==> src/design/bfe_pkg.sv <==
// ----------------------------------------------------------------------------
// bfe_pkg
// Shared types, constants and helpers of the Bloom filter engine.
// ----------------------------------------------------------------------------
package bfe_pkg;

	localparam int unsigned MAX_BITS   = 65536;
	localparam int unsigned MAX_HASHES = 4;
	localparam int unsigned ROW_BITS   = 32;
	localparam int unsigned ROWS       = MAX_BITS / ROW_BITS;
	localparam int unsigned ROW_AW     = $clog2(ROWS);
	localparam int unsigned BIT_AW     = $clog2(ROW_BITS);
	localparam int unsigned IDX_W      = $clog2(MAX_BITS);
	localparam int unsigned NBITS_W    = 17;
	localparam int unsigned NHASH_W    = 3;
	localparam int unsigned HIX_W      = $clog2(MAX_HASHES);

	localparam logic [31:0] MM_C1   = 32'hcc9e2d51;
	localparam logic [31:0] MM_C2   = 32'h1b873593;
	localparam logic [31:0] MM_ADD  = 32'he6546b64;
	localparam logic [31:0] MIX_C1  = 32'h85ebca6b;
	localparam logic [31:0] MIX_C2  = 32'hc2b2ae35;

	localparam logic [NBITS_W-1:0] BITS_MIN   = NBITS_W'(8);
	localparam logic [NBITS_W-1:0] BITS_MAX   = NBITS_W'(MAX_BITS);
	localparam logic [NHASH_W-1:0] HASHES_MAX = NHASH_W'(MAX_HASHES);

	localparam logic [31:0] SEED0_RST = 32'hAAAAAAAA;
	localparam logic [31:0] SEED1_RST = 32'h55555555;
	localparam logic [31:0] SEED2_RST = 32'h33333333;
	localparam logic [31:0] SEED3_RST = 32'hCCCCCCCC;

	typedef enum logic [1:0] {
		MODE_INSERT = 2'd0,
		MODE_LOOKUP = 2'd1,
		MODE_DELETE = 2'd2,
		MODE_NONE   = 2'd3
	} mode_t;

	typedef enum logic [2:0] {
		REG_BIT_COUNT  = 3'd0,
		REG_HASH_COUNT = 3'd1,
		REG_SEED_ZERO  = 3'd2,
		REG_SEED_ONE   = 3'd3,
		REG_SEED_TWO   = 3'd4,
		REG_SEED_THREE = 3'd5
	} reg_idx_t;

	typedef enum logic [2:0] {
		F_IDLE, F_MUL1, F_MUL2, F_LANES, F_PUSH
	} front_state_t;

	typedef enum logic [3:0] {
		B_CLEAR, B_IDLE, B_TAIL1, B_TAIL2, B_MIX0, B_MIX1, B_MIX2, B_DIV, B_RD, B_WR, B_DONE
	} back_state_t;

	typedef logic [MAX_HASHES-1:0][31:0] lanes_t;

	typedef struct packed {
		lanes_t              lanes;
		logic [23:0]         gather;
		logic [1:0]          pos;
		logic [31:0]         len;
		logic [1:0]          mode;
		logic [NBITS_W-1:0]  nbits;
		logic [NHASH_W-1:0]  nhash;
	} job_t;

	typedef struct packed {
		logic        present;
		logic [31:0] item_count;
	} result_t;

	// Handshake of a request moving into a short queue.
	typedef struct packed {
		logic push;
		logic full;
	} qlink_t;

	function automatic logic [31:0] mul32(input logic [31:0] a, input logic [31:0] b);
		logic [63:0] p;
		p = a * b;
		return p[31:0];
	endfunction

	function automatic logic [31:0] rotl15(input logic [31:0] x);
		return {x[16:0], x[31:17]};
	endfunction

	function automatic logic [31:0] rotl13(input logic [31:0] x);
		return {x[18:0], x[31:19]};
	endfunction

endpackage

==> src/design/bfe_jobq.sv <==
// ----------------------------------------------------------------------------
// bfe_jobq
// Two-entry queue of finished keys between the front and the back.
// ----------------------------------------------------------------------------
module bfe_jobq (
	input  logic            clk,
	input  logic            arst_n,
	input  logic            push,
	input  bfe_pkg::job_t   wdata,
	output logic            full,
	input  logic            pop,
	output bfe_pkg::job_t   rdata,
	output logic            empty
);
	import bfe_pkg::*;

	job_t       slot_q [2];
	logic       wp_q, rp_q;
	logic [1:0] cnt_q;

	assign full  = (cnt_q == 2'd2);
	assign empty = (cnt_q == 2'd0);
	assign rdata = slot_q[rp_q];

	always_ff @(posedge clk or negedge arst_n) begin
		if (!arst_n) begin
			wp_q  <= 1'b0;
			rp_q  <= 1'b0;
			cnt_q <= 2'd0;
		end else begin
			if (push && !full) begin
				wp_q <= ~wp_q;
			end
			if (pop && !empty) begin
				rp_q <= ~rp_q;
			end
			cnt_q <= cnt_q + 2'((push && !full) ? 1 : 0) - 2'((pop && !empty) ? 1 : 0);
		end
	end

	always_ff @(posedge clk) begin
		if (push && !full) begin
			slot_q[wp_q] <= wdata;
		end
	end

endmodule

==> config.mk <==
export PLATFORM = sky130hd
export DESIGN_NAME = bfe_jobq
export DESIGN_NICKNAME = d
export VERILOG_FILES = /design/src/design/bfe_pkg.sv /design/src/design/bfe_jobq.sv
export SDC_FILE = /design/constraint.sdc
export NUM_CORES = 1
export LEC_CHECK = 0
export CAP_MARGIN = 25
export CORE_MARGIN = 5
export CORE_UTILIZATION = 40
export CTS_CLUSTER_DIAMETER = 100
export CTS_CLUSTER_SIZE = 30
export DETAILED_ROUTE_END_ITERATION = 12
export DONT_BUFFER_PORTS = 1
export GPL_TIMING_DRIVEN = 0
export PLACE_DENSITY = 0.56
export SETUP_SLACK_MARGIN = 0.15
export SYNTH_ARGS = -nofsm -noshare
export SYNTH_HDL_FRONTEND = slang
export SYNTH_SLANG_ARGS = --single-unit
==> constraint.sdc <==
create_clock -name clk -period 12.2 [get_ports clk]
set_input_delay 0 -clock clk [delete_from_list [all_inputs] [get_ports clk]]
set_output_delay 0 -clock clk [all_outputs]
set_load 0.02 [all_outputs]
## After elaboration in Yosys (flattened, before gate mapping)

Memories as Yosys holds them, arrays and structs flattened.
Cells that the tools add are included.

- Register bits: 4
- Bits in writable memories: 416
- Bits of input ports: 212
- Word-level logic and storage cells: 18
- Memories kept: 1

Memory list:

| name | depth | width | read ports | clocked after Yosys merged registers in | write ports | line | source |
|---|---|---|---|---|---|---|---|
| slot_q | 2 | 208 | 1 | 0 | 1 | bfe_jobq.sv:17 | `job_t slot_q [2];` |

- Add/sub/neg operators: 2
- Eq/ne operators: 1
- Mux-type cells: 4
- Bitwise operators: 2
- Reduce and logical (&&, ||, !) cells: 5

Operators by type and width:

| cell | number |
|---|---|
| 1-bit 2-to-1 mux | 4 |
| 2-bit by 1-bit adder with 2-bit output | 1 |
| 2-bit == test, second input constant | 1 |
| 1-bit logical AND | 2 |
| 1-bit logical NOT | 2 |
| 2-bit logical NOT | 1 |
| 1-bit inverter | 2 |
| 2-bit by 1-bit subtractor with 2-bit output | 1 |

## Logic depth before layout (Yosys ltp)

Gate-level depths: netlist (run 1).

- Depth in word-level cells: 6
- Depth in mapped cells: 7
- Depth with buffers taken out: 7

## Worst setup path before layout (run 1)

Ideal clock, no wire load.

- Path type: flip-flop to flip-flop
- From: register cnt_q[1]
- To: memory slot_q[0][0] (netlist name), enable pin
- Setup time: 0.780 ns
- Arrival time: 9.217 ns
- Path slack: 2.204 ns
- Stages on the path, launching flop included: 4
- Clock period less this slack: 9.996 ns
- Path through: dfrtp_1 > nand2b_1 > nand2_1 > nor2_1

- Longest elaborated chain between the ends: 5

Ends and longest elaborated chain:

| element | line | source |
|---|---|---|
| start, declared | bfe_jobq.sv:19 | `logic [1:0] cnt_q;` |
| start signal, assigned | bfe_jobq.sv:37 | `cnt_q <= cnt_q + 2'((push && !full) ? 1 : 0) - 2'((pop && !empty) ? 1 : 0);` |
| 2-bit == test | bfe_jobq.sv:21 | `assign full = (cnt_q == 2'd2);` |
| 1-bit logical NOT | bfe_jobq.sv:42 | `if (push && !full) begin` |
| 1-bit logical AND | bfe_jobq.sv:42 |  |
| 1-bit 2-to-1 mux | bfe_jobq.sv:42 |  |
| 1-bit 2-to-1 mux (not written as such) | bfe_jobq.sv:43 | `slot_q[wp_q] <= wdata;` |
| end, declared | bfe_jobq.sv:17 |  |

No other way between the ends.

## Final worst setup path (run 1)

- From: register cnt_q[1]
- To: memory slot_q[1][159] (netlist name), enable pin

Same word-level chain as after synthesis.

==> results of run 1 <==
[worst paths after layout]
path                                          from                        to  slack (ns)  depth (start not counted)
min in group asynchronous                   arst_n          wp_q$_DFFE_PN0P_        0.31                          2
max in group asynchronous                   arst_n          rp_q$_DFFE_PN0P_       11.70                          2
worst max register to register  cnt_q[1]$_DFF_PN0_  slot_q[1][159]$_DFFE_PP_       10.03                          4
worst min register to register  cnt_q[1]$_DFF_PN0_        cnt_q[1]$_DFF_PN0_        0.53                          1
worst min-delay path                     wdata[63]   slot_q[0][63]$_DFFE_PP_        0.12                          1
worst max-delay path            cnt_q[1]$_DFF_PN0_  slot_q[1][159]$_DFFE_PP_       10.03                          4
[report_power, final]
| part | switching [W] | internal [W] | leakage, nW |
|---|---|---|---|
| logic | 0.00101 | 0.000610 | 2.42 |
| registers | 0.0000744 | 0.00196 | 3.91 |
| clock network | 0.000389 | 0.000260 | 0.217 |
| total | 0.00147 | 0.00283 | 6.54 |
[logic make-up after synthesis]
| family | Yosys count |
|---|---|
| xor+xnor | 4 |
| fa+ha+maj | 2 |
| buf+inv | 25 |
| flops | 420 |
| mux | 208 |
| simple gates | 6 |
[area by class of cell]
class	count	share of cell area, %
Inverter	2	0.0393
Buffer	23	1.21
Clock buffer	23	2.35
Sequential cell	420	65.9
Tap cell	518	3.39
Multi-Input combinational cell	220	14.8
Timing Repair Buffer	222	12.3
[layout by cell type (no fill, tap or decap), drive strengths merged]
| master | count |
|---|---|
| edfxtp | 416 |
| dlygate4sd3 | 212 |
| mux2 | 208 |
| buf | 33 |
| clkbuf | 23 |
| dfrtp | 4 |
| xnor2 | 3 |
| inv | 2 |
| ha | 2 |
| nor2 | 2 |
| nand2b | 1 |
| nand2 | 1 |
| and3 | 1 |
| nor2b | 1 |
| xor2 | 1 |
[routing by layer]
layer / GRT usage, % / vias up / share of wire (%) / wire, um
met5: 0 / - / 0 / 0
li1: - / 3104 / - / -
met4: 2.90 / 0 / 1.8 / 569
met2: 25.0 / 295 / 50 / 16200
met3: 5.74 / 34 / 10 / 3270
met1: 16.8 / 3519 / 38 / 12400
[what timing repair did]
action,4_1_cts,5_1_grt
endpoints found under the setup margin,0,0
hold buffers,212,0
hold endpoints to repair,455,0
[metrics by stage]
step                setup WS, ns  hold slack (ns)
CTS                         9.47           0.0813
global placement           -1.45           -0.295
detailed placement          9.50           -0.295
global route                9.90           0.0826
floorplan                   2.20           -0.296
finish                     10.03            0.120
[registers in the layout, indices dropped and copies added (netlist names)]
register and count:
wp_q 1, rp_q 1, cnt_q 2, slot_q 416
==> results.json, run 1 <==
{
  "die_area_um2": 43100,
  "synth-compound-area-share_pct": 0,
  "irDropWorstVdd_uv": 134,
  "fin_crit_sh_pct": 17.8,
  "ys_top_cells_by_count": "edfxtp_1, mux2_2, mux2_4",
  "worst_slew_pin_slew_ns": 0.621,
  "synthXorXnorAreaFrac_pct": 0.224,
  "yosys_warnings": 0,
  "rows": 72,
  "layout-drive-gt1-share_pct": 28.6,
  "grt_pass1_vias": 7544,
  "totalPowerFinal_w": 0.00430,
  "postCtsSetupBuffers": 0,
  "initial_utilization_pct": 40.5,
  "finalNonFillerCells": 1428,
  "fin_tns_setup_ns": 0,
  "die_h_um": 208,
  "ys_seq_area_share_pct": 80.5,
  "insertion_delay_ns": 0.52,
  "layout.area.seq_um2": 12600,
  "synthArstFlopShare_pct": 0.952,
  "syn_inst": 665,
  "cts_resized": 0,
  "antenna_left": 0,
  "diodes": 0,
  "setup_viol": 0,
  "dp_hpwl_mm": 22.9,
  "dpl_cell_area_um2": 16500,
  "drcViolationCount": 0,
  "critical_path.max_stage_delay_ns": 0.56,
  "ys_top_cells_by_area": "edfxtp_1, mux2_4, mux2_2",
  "fin_crit_ns": 2.17,
  "cp_cell_sequence": "nand2b_1 -> and3_4 -> buf_16 -> buf_16",
  "cts_buffer_depth": 3,
  "required_ns": 12.40,
  "cts_buffers": 17,
  "dr.pass1.iters": 4,
  "clock.fmax_mhz": 460,
  "synth_area_leader_cell": "edfxtp_1",
  "cts.sinks": 420,
  "grt.overflow.total": 0,
  "path_max_fanout": 53,
  "rsz0062_at_grt": "no",
  "syn_area_um2": 15600,
  "synth_area_per_cell_um2": 23.5,
  "htree_levels": 1,
  "nNetsFinal": 1120,
  "relSlewSlack_pct": 58.5,
  "ys_types": 17,
  "maxCapViolCount": 0,
  "synth.top_cell.area_share_pct": 79.9,
  "worstSetupPathType": "flop to flop",
  "synth-simple-area-share_pct": 0.192,
  "port_buffers": 0,
  "die_w_um": 208,
  "routed_wl_mm": 32.4,
  "crit_top_cell": "buf_16",
  "gp_congestion": 0.750,
  "vias_per_cell": 4.87,
  "yosysMostFrequentCell": "edfxtp_1",
  "nFillCells": 3075,
  "place_inst": 1192,
  "slew_viol_final": 0,
  "io_pins": 422,
  "power_per_cell_area_nw_per_um2": 225,
  "grt_pass1_wl_mm": 48.3,
  "grt_max_degree": 71,
  "crit_path_start_kind": "flop",
  "synth_mux_area_share_pct": 17.4,
  "synthAdderAreaFrac_pct": 0.160,
  "cts_tree": "done",
  "min_path_type": "primary input to flop",
  "finalHoldViolCount": 0,
  "syn2layout_area_growth_pct": 22.1,
  "clk_pin_slew_worst_paths_ns": 0.11,
  "status": "completed",
  "finClkSkew_ns": 0.0127,
  "clockRootBuffer": "clkbuf_16",
  "synth_nets": 879,
  "synth-seq-cells": 420,
  "crit_buf_inv": 2,
  "grt.total_usage_pct": 14.3,
  "vias": 6952,
  "routedWlPerCell_um": 22.7,
  "multi_input_area_um2": 2820,
  "arrival_ns": 2.38,
  "postLayoutCoreUtil_pct": 49.4,
  "p_leak_nw": 6.54,
  "critical-path-slowest-cell": "and3_4",
  "antenna_found_initial": 0,
  "synth_edf_count": 416,
  "end_kind": "flop",
  "synthFlopType": "edfxtp_1",
  "cp_top_family": "simple AND/OR/NAND/NOR gates",
  "core-area_um2": 38600,
  "synth_top_family_by_area": "multiplexers",
  "drt_iter0_markers": 332,
  "final_area_um2": 19100
}
No activity file was read; power rests on OpenSTA's default activity.
==> inputs of run 2 (changes only) <==
- ABC_AREA: not set -> 1
- PLACE_DENSITY: 0.56 -> 0.58
- clock period: 12.2 -> 1.8 ns (I/O delays scaled with it)
==> run 2 against run 1 <==
Largest cell class unchanged. Final area increased by 12%. Clock power grew to 7.3 times the previous value. Critical path depth rose by 1. Count of clock-buffer cells in the layout down 4. Largest power group is now combinational cells. Sequential power rose to 6.8 times the previous value. Synthesized cell count grew 68%. Final cell count rose by 36%.
==> results.json, run 2 <==
{
  "arrival_ns": 1.76,
  "drt_iter0_markers": 552,
  "crit_top_cell": "buf_12",
  "cp_top_family": "buffers and inverters",
  "maxCapViolCount": 0,
  "port_buffers": 0,
  "power_frac_comb_pct": 46.5,
  "routedWlPerCell_um": 21.1,
  "synth.top_cell.area_share_pct": 81.5,
  "grt.overflow.total": 0,
  "yosys_warnings": 0,
  "nFillCells": 2860,
  "worstSetupPathType": "flop to primary output",
  "die_w_um": 206,
  "path_max_fanout": 10,
  "synth_nets": 1334,
  "finalNonFillerCells": 1948,
  "finClkSkew_ns": 0.0151,
  "fin_crit_ns": 1.76,
  "worst_slew_pin_slew_ns": 0.267,
  "ys_top_cells_by_area": "edfxtp_1, nand2_1, buf_2",
  "postLayoutCoreUtil_pct": 56.7,
  "cts_tree": "done",
  "mostFrequentLayoutCell": "edfxtp_1",
  "ys_top_cells_by_count": "nand2_1, edfxtp_1, buf_2",
  "layout-drive-gt1-share_pct": 27.1,
  "insertion_delay_ns": 0.52,
  "drcViolationCount": 0,
  "pre_cts_slack_ns": -0.395,
  "fin_hold_ws_ns": 0.110,
  "relSlewSlack_pct": 82.2,
  "place_inst": 1644,
  "setup_viol": 0,
  "cts_buffers": 18,
  "nNetsFinal": 1645,
  "syn2layout_area_growth_pct": 39.7,
  "vias": 9286,
  "ys_seq_area_share_pct": 82.2,
  "rsz0062_at_grt": "yes",
  "critical-path-slowest-cell": "dfrtp_2",
  "finalHoldViolCount": 0,
  "p_switching_w": 0.0143,
  "synth_area_leader_cell": "edfxtp_1",
  "crit_path_start_kind": "flop",
  "largest_reg_flops": 416,
  "end_kind": "primary output",
  "clockRootBuffer": "clkbuf_16",
  "die_area_um2": 42300,
  "rows": 71,
  "ys_types": 11,
  "critical_path.max_stage_delay_ns": 0.43,
  "yosysMostFrequentCell": "nand2_1",
  "cts_buffer_depth": 3,
  "required_ns": 1.80,
  "dp_hpwl_mm": 25.5,
  "syn_inst": 1120,
  "regMostFlops": "slot_q",
  "path_depth": 5,
  "cts.sinks": 420,
  "synthFlopType": "edfxtp_1",
  "io_pins": 422,
  "power_per_cell_area_nw_per_um2": 1620,
  "clock.fmax_mhz": 567,
  "grt_pass1_wl_mm": 53.6,
  "die_h_um": 206,
  "p_leak_nw": 8.25,
  "vias_per_cell": 4.77,
  "p_seq_share_pct": 39.8,
  "core-area_um2": 37800,
  "antenna_found_initial": 4,
  "syn_area_um2": 15300,
  "grt.total_usage_pct": 16.6,
  "clkPwrFrac_pct": 13.7,
  "routed_wl_mm": 41.1,
  "rrSetupSlack_ns": 0.19,
  "synth-seq-cells": 420,
  "p_int_w": 0.0205,
  "final_cell_mix": "edfxtp_1, nand2_1, dlygate4sd3_1",
  "htree_levels": 1,
  "hold_depth": 1,
  "clk_pin_slew_worst_paths_ns": 0.11,
  "grt_pass1_vias": 8954,
  "synth_edf_count": 416,
  "fin_tns_setup_ns": 0,
  "slew_viol_final": 0,
  "min_path_type": "primary input to flop",
  "initial_utilization_pct": 40.6,
  "p_sw_share_pct": 41.0,
  "synthArstFlopShare_pct": 0.952,
  "gp_congestion": 0.740,
  "synth_area_per_cell_um2": 13.7,
  "setup_slack_ns": 0.0361,
  "antenna_left": 0,
  "fin_crit_sh_pct": 98.0,
  "crit_buf_inv": 3,
  "dr.pass1.iters": 4,
  "status": "completed",
  "cp_cell_sequence": "buf_12 -> buf_12 -> buf_4 -> nand2_1 -> nand2_2",
  "reg.largest.list": "slot_q (416), cnt_q (2)",
  "irDropWorstVdd_uv": 1120,
  "grt_max_degree": 39,
  "reg2reg_depth": 7
}
-- run 2: changes by cell type after synthesis, sizes merged, moves of 3 or more --
cell,delta
nand2,+636
mux2,-208
buf,+20
inv,+9
clkbuf,+3
nand3,+3
xnor2,-3
-- run 2: path summary, 6_finish.rpt --
kind | from | to
min reg2reg | wp_q$_DFFE_PN0P_ | wp_q$_DFFE_PN0P_
max in group asynchronous | arst_n | rp_q$_DFFE_PN0P_
min in group asynchronous | arst_n | cnt_q[0]$_DFF_PN0_
min | wdata[66] | slot_q[1][66]$_DFFE_PP_
max | rp_q$_DFFE_PN0P_ | rdata[106]
max reg2reg | cnt_q[1]$_DFF_PN0_ | slot_q[1][98]$_DFFE_PP_
-- run 2: repair_timing --
item / 4_1_cts / 5_1_grt
endpoints found under the setup margin: 532 / 402
resized for setup: 213 / 260
pin swaps: 5 / 24
buffers inserted: 8 / 33
hold endpoints to repair: 446 / 0
hold buffers: 212 / 0
cloned: 3 / 22
-- run 2: layout make-up --
cell class | instances | area [um^2] | share of cell area (%)
Clock buffer | 19 | 475 | 2.22
Antenna cell | 3 | 7.51 | 0.0351
Multi-Input combinational cell | 643 | 3650 | 17.1
Sequential cell | 420 | 12600 | 58.8
Buffer | 46 | 558 | 2.61
Tap cell | 511 | 639 | 2.99
Clock inverter | 4 | 42.5 | 0.199
Inverter | 11 | 50.0 | 0.234
Timing Repair Buffer | 291 | 3390 | 15.8
-- run 2: layer usage --
layer | GRT usage, % | routed length, um | vias to the layer above
met5 | 0 | 13 | -
met1 | 19.0 | 15200 | 4523
met4 | 4.35 | 1020 | 2
met2 | 29.7 | 21400 | 322
met3 | 5.91 | 3560 | 50
li1 | - | - | 4389
-- run 2: logic make-up after synthesis --
logic type / Yosys count / synth area share [%]
fa+ha+maj: 2 / 0.163
buf+inv: 57 / 1.96
simple gates: 641 / 15.7
flops: 420 / 82.2
-- run 2: per-stage QoR --
| stage | total power [W] | area, um^2 |
|---|---|---|
| global placement | 0.0227 | 16000 |
| detailed placement | 0.0249 | 16300 |
| CTS | 0.0317 | 19700 |
| floorplan | 0.0217 | 15300 |
| finish | 0.0347 | 21400 |
| global route | 0.0365 | 21400 |
-- run 2: power groups by stage --
stage | logic (W) | clock network, W | registers, W
CTS | 0.0131 | 0.00493 | 0.0137
finish | 0.0161 | 0.00477 | 0.0138
global route | 0.0172 | 0.00528 | 0.0140
global placement | 0.00941 | 0 | 0.0133
detailed placement | 0.0110 | 0 | 0.0139
floorplan | 0.00766 | 0 | 0.0140
==> inputs of run 3 (changes only) <==
- BUFFER_PORTS_ARGS: not set -> -buffer_cell sky130_fd_sc_hd__clkbuf_2
- DONT_BUFFER_PORTS: 1 -> not set
- PLACE_DENSITY: 0.58 -> 0.66
- clock period: 1.8 -> 2.05 ns (I/O delays scaled with it)
==> run 3 against run 2 <==
Final cell count increased by 20%. Sequential share of layout area down 1.6 points. Non-clock buffer count is 387 higher. Combinational power decreased by 12%. Critical endpoint is now rdata[140]. Largest cell class unchanged. Largest power group unchanged.
==> results.json, run 3 (synthesis gave the netlist of run 2 again) <==
{
  "status": "completed",
  "pre_cts_slack_ns": -0.422,
  "min_path_type": "primary input to flop",
  "cp_top_family": "buffers and inverters",
  "crit_buf_inv": 5,
  "htree_levels": 1,
  "die_area_um2": 42300,
  "power_per_cell_area_nw_per_um2": 1370,
  "rr_startpoint": "cnt_q[1]$_DFF_PN0_",
  "grt_most_used_layer": "met2",
  "cts_buffers": 17,
  "power_frac_comb_pct": 46.9,
  "clkPwrFrac_pct": 13.0,
  "vias_per_cell": 4.60,
  "fin_crit_sh_pct": 92.9,
  "grt.overflow.total": 0,
  "reg.largest.list": "slot_q (416), cnt_q (2)",
  "io_pins": 422,
  "end_kind": "primary output",
  "clock.fmax_mhz": 525,
  "path_max_fanout": 10,
  "grt_pass1_wl_mm": 60.0,
  "clockRootBuffer": "clkbuf_16",
  "grt_pass1_vias": 11000,
  "largest_reg_flops": 416,
  "setup_slack_ns": 0.145,
  "grt_max_degree": 41,
  "antenna_found_initial": 1,
  "grtUsageMet3_pct": 4.90,
  "layout-drive-gt1-share_pct": 29.9,
  "cp_cell_sequence": "inv_4 -> buf_12 -> clkbuf_16 -> buf_8 -> nand2_1 -> nand2_1 -> buf_6",
  "rows": 71,
  "rsz0062_at_grt": "yes",
  "irDropWorstVdd_uv": 893,
  "gp_congestion": 0.796,
  "routed_wl_mm": 42.2,
  "totalPowerFinal_w": 0.0301,
  "hold_depth": 2,
  "p_int_w": 0.0184,
  "antenna_left": 0,
  "grt_util_met1_pct": 21.7,
  "mostFrequentLayoutCell": "nand2_1",
  "cts_tree": "done",
  "p_sw_share_pct": 38.8,
  "p_switching_w": 0.0117,
  "setup_viol": 0,
  "dr.pass1.iters": 5,
  "fin_crit_ns": 1.90,
  "finalNonFillerCells": 2334,
  "maxCapViolCount": 0,
  "final_area_um2": 22000,
  "required_ns": 2.05,
  "rrSetupSlack_ns": 0.18,
  "final_cell_mix": "nand2_1, edfxtp_1, clkbuf_2",
  "finalHoldViolCount": 0,
  "nFillCells": 2830,
  "crit_path_start_kind": "flop",
  "p_seq_share_pct": 40.1,
  "insertion_delay_ns": 0.52,
  "dp_hpwl_mm": 26.4,
  "routedWlPerCell_um": 18.1,
  "core-area_um2": 37800,
  "grt.met2_usage_pct": 32.9,
  "reg2reg_depth": 8,
  "regMostFlops": "slot_q",
  "crit_top_cell": "nand2_1",
  "hp-start": "wdata[199]",
  "critical-path-slowest-cell": "dfrtp_2",
  "nNetsFinal": 2032,
  "initial_utilization_pct": 40.6,
  "port_buffers": 421,
  "die_h_um": 206,
  "dpl_cell_area_um2": 18300,
  "grt.total_usage_pct": 18.3,
  "cts_buffer_depth": 3,
  "drcViolationCount": 0,
  "syn2layout_area_growth_pct": 43.7,
  "critical_path.max_stage_delay_ns": 0.46,
  "worstSetupPathType": "flop to primary output",
  "finClkSkew_ns": 0.00829,
  "r2r-end": "slot_q[1][147]$_DFFE_PP_",
  "vias": 10700,
  "clk_pin_slew_worst_paths_ns": 0.11,
  "worst_slew_pin_slew_ns": 0.705,
  "slew_viol_final": 0,
  "hold_end": "slot_q[0][199]$_DFFE_PP_",
  "drt_iter0_markers": 545,
  "cts.sinks": 420,
  "p_leak_nw": 9.50,
  "die_w_um": 206,
  "place_inst": 2064,
  "arrival_ns": 1.90,
  "relSlewSlack_pct": 52.7
}
-- run 3: power by group through the flow --
stage | Sequential (W) | Clock [W] | Combinational [W]
6_report | 0.0121 | 0.00391 | 0.0141
2_1_floorplan | 0.0124 | 0 | 0.00682
4_1_cts | 0.0120 | 0.00403 | 0.0130
3_3_place_gp | 0.0119 | 0 | 0.0104
5_1_grt | 0.0122 | 0.00433 | 0.0152
3_5_place_dp | 0.0123 | 0 | 0.0116
-- run 3: per-layer routing --
layer	vias to the layer above	part of all wire [%]
met5	-	0
met4	0	2.8
met3	53	8.1
met2	386	51
met1	5125	38
li1	5165	-
-- run 3: how the worst max path moves through the flow --
stage | to | cells after the start | start
finish | rdata[140] | 7 | rp_q$_DFFE_PN0P_
global route | rdata[117] | 7 | rp_q$_DFFE_PN0P_
global placement | slot_q[0][166]$_DFFE_PP_ | 4 | cnt_q[0]$_DFF_PN0_
detailed placement | slot_q[1][175]$_DFFE_PP_ | 7 | cnt_q[1]$_DFF_PN0_
floorplan | slot_q[0][0]$_DFFE_PP_ | 4 | cnt_q[0]$_DFF_PN0_
CTS | rdata[201] | 6 | rp_q$_DFFE_PN0P_
-- run 3: cell type report --
cell class	count	area, um^2	area share (%)
inverter	11	47.5	0.216
clock buffer	23	448	2.03
tap	511	639	2.90
multi-input combinational	643	2470	11.2
sequential	420	12600	57.2
antenna	1	2.50	0.0114
timing repair inverter	1	5.00	0.0227
timing repair buffer	678	5370	24.4
buffer	46	442	2.01
-- run 3: metrics by stage --
step | hold slack [ns] | setup TNS, ns | util [%]
5_1_grt | 0.182 | 0 | 58.3
3_3_place_gp | -0.190 | -1605.21 | 47.9
3_5_place_dp | -0.191 | -47.85 | 48.6
2_1_floorplan | -0.296 | -839.27 | -
4_1_cts | 0.165 | 0 | 56.9
6_report | 0.200 | 0 | 58.3
-- run 3: worst register-to-register path, cell delays in order (launching register included) --
cell	delay (ns)
dfrtp_1	0.42
nand2_2	0.11
nand2_2	0.09
nor2_4	0.17
buf_4	0.14
buf_6	0.12
buf_12	0.16
buf_16	0.19
buf_16	0.18
-- run 3: timing repair --
action,CTS,global route
setup buffers,13,5
hold endpoints to repair,422,0
pin swaps,1,3
setup endpoints to repair,521,284
gates resized for setup,54,227
gates cloned,9,7
hold buffers,212,0
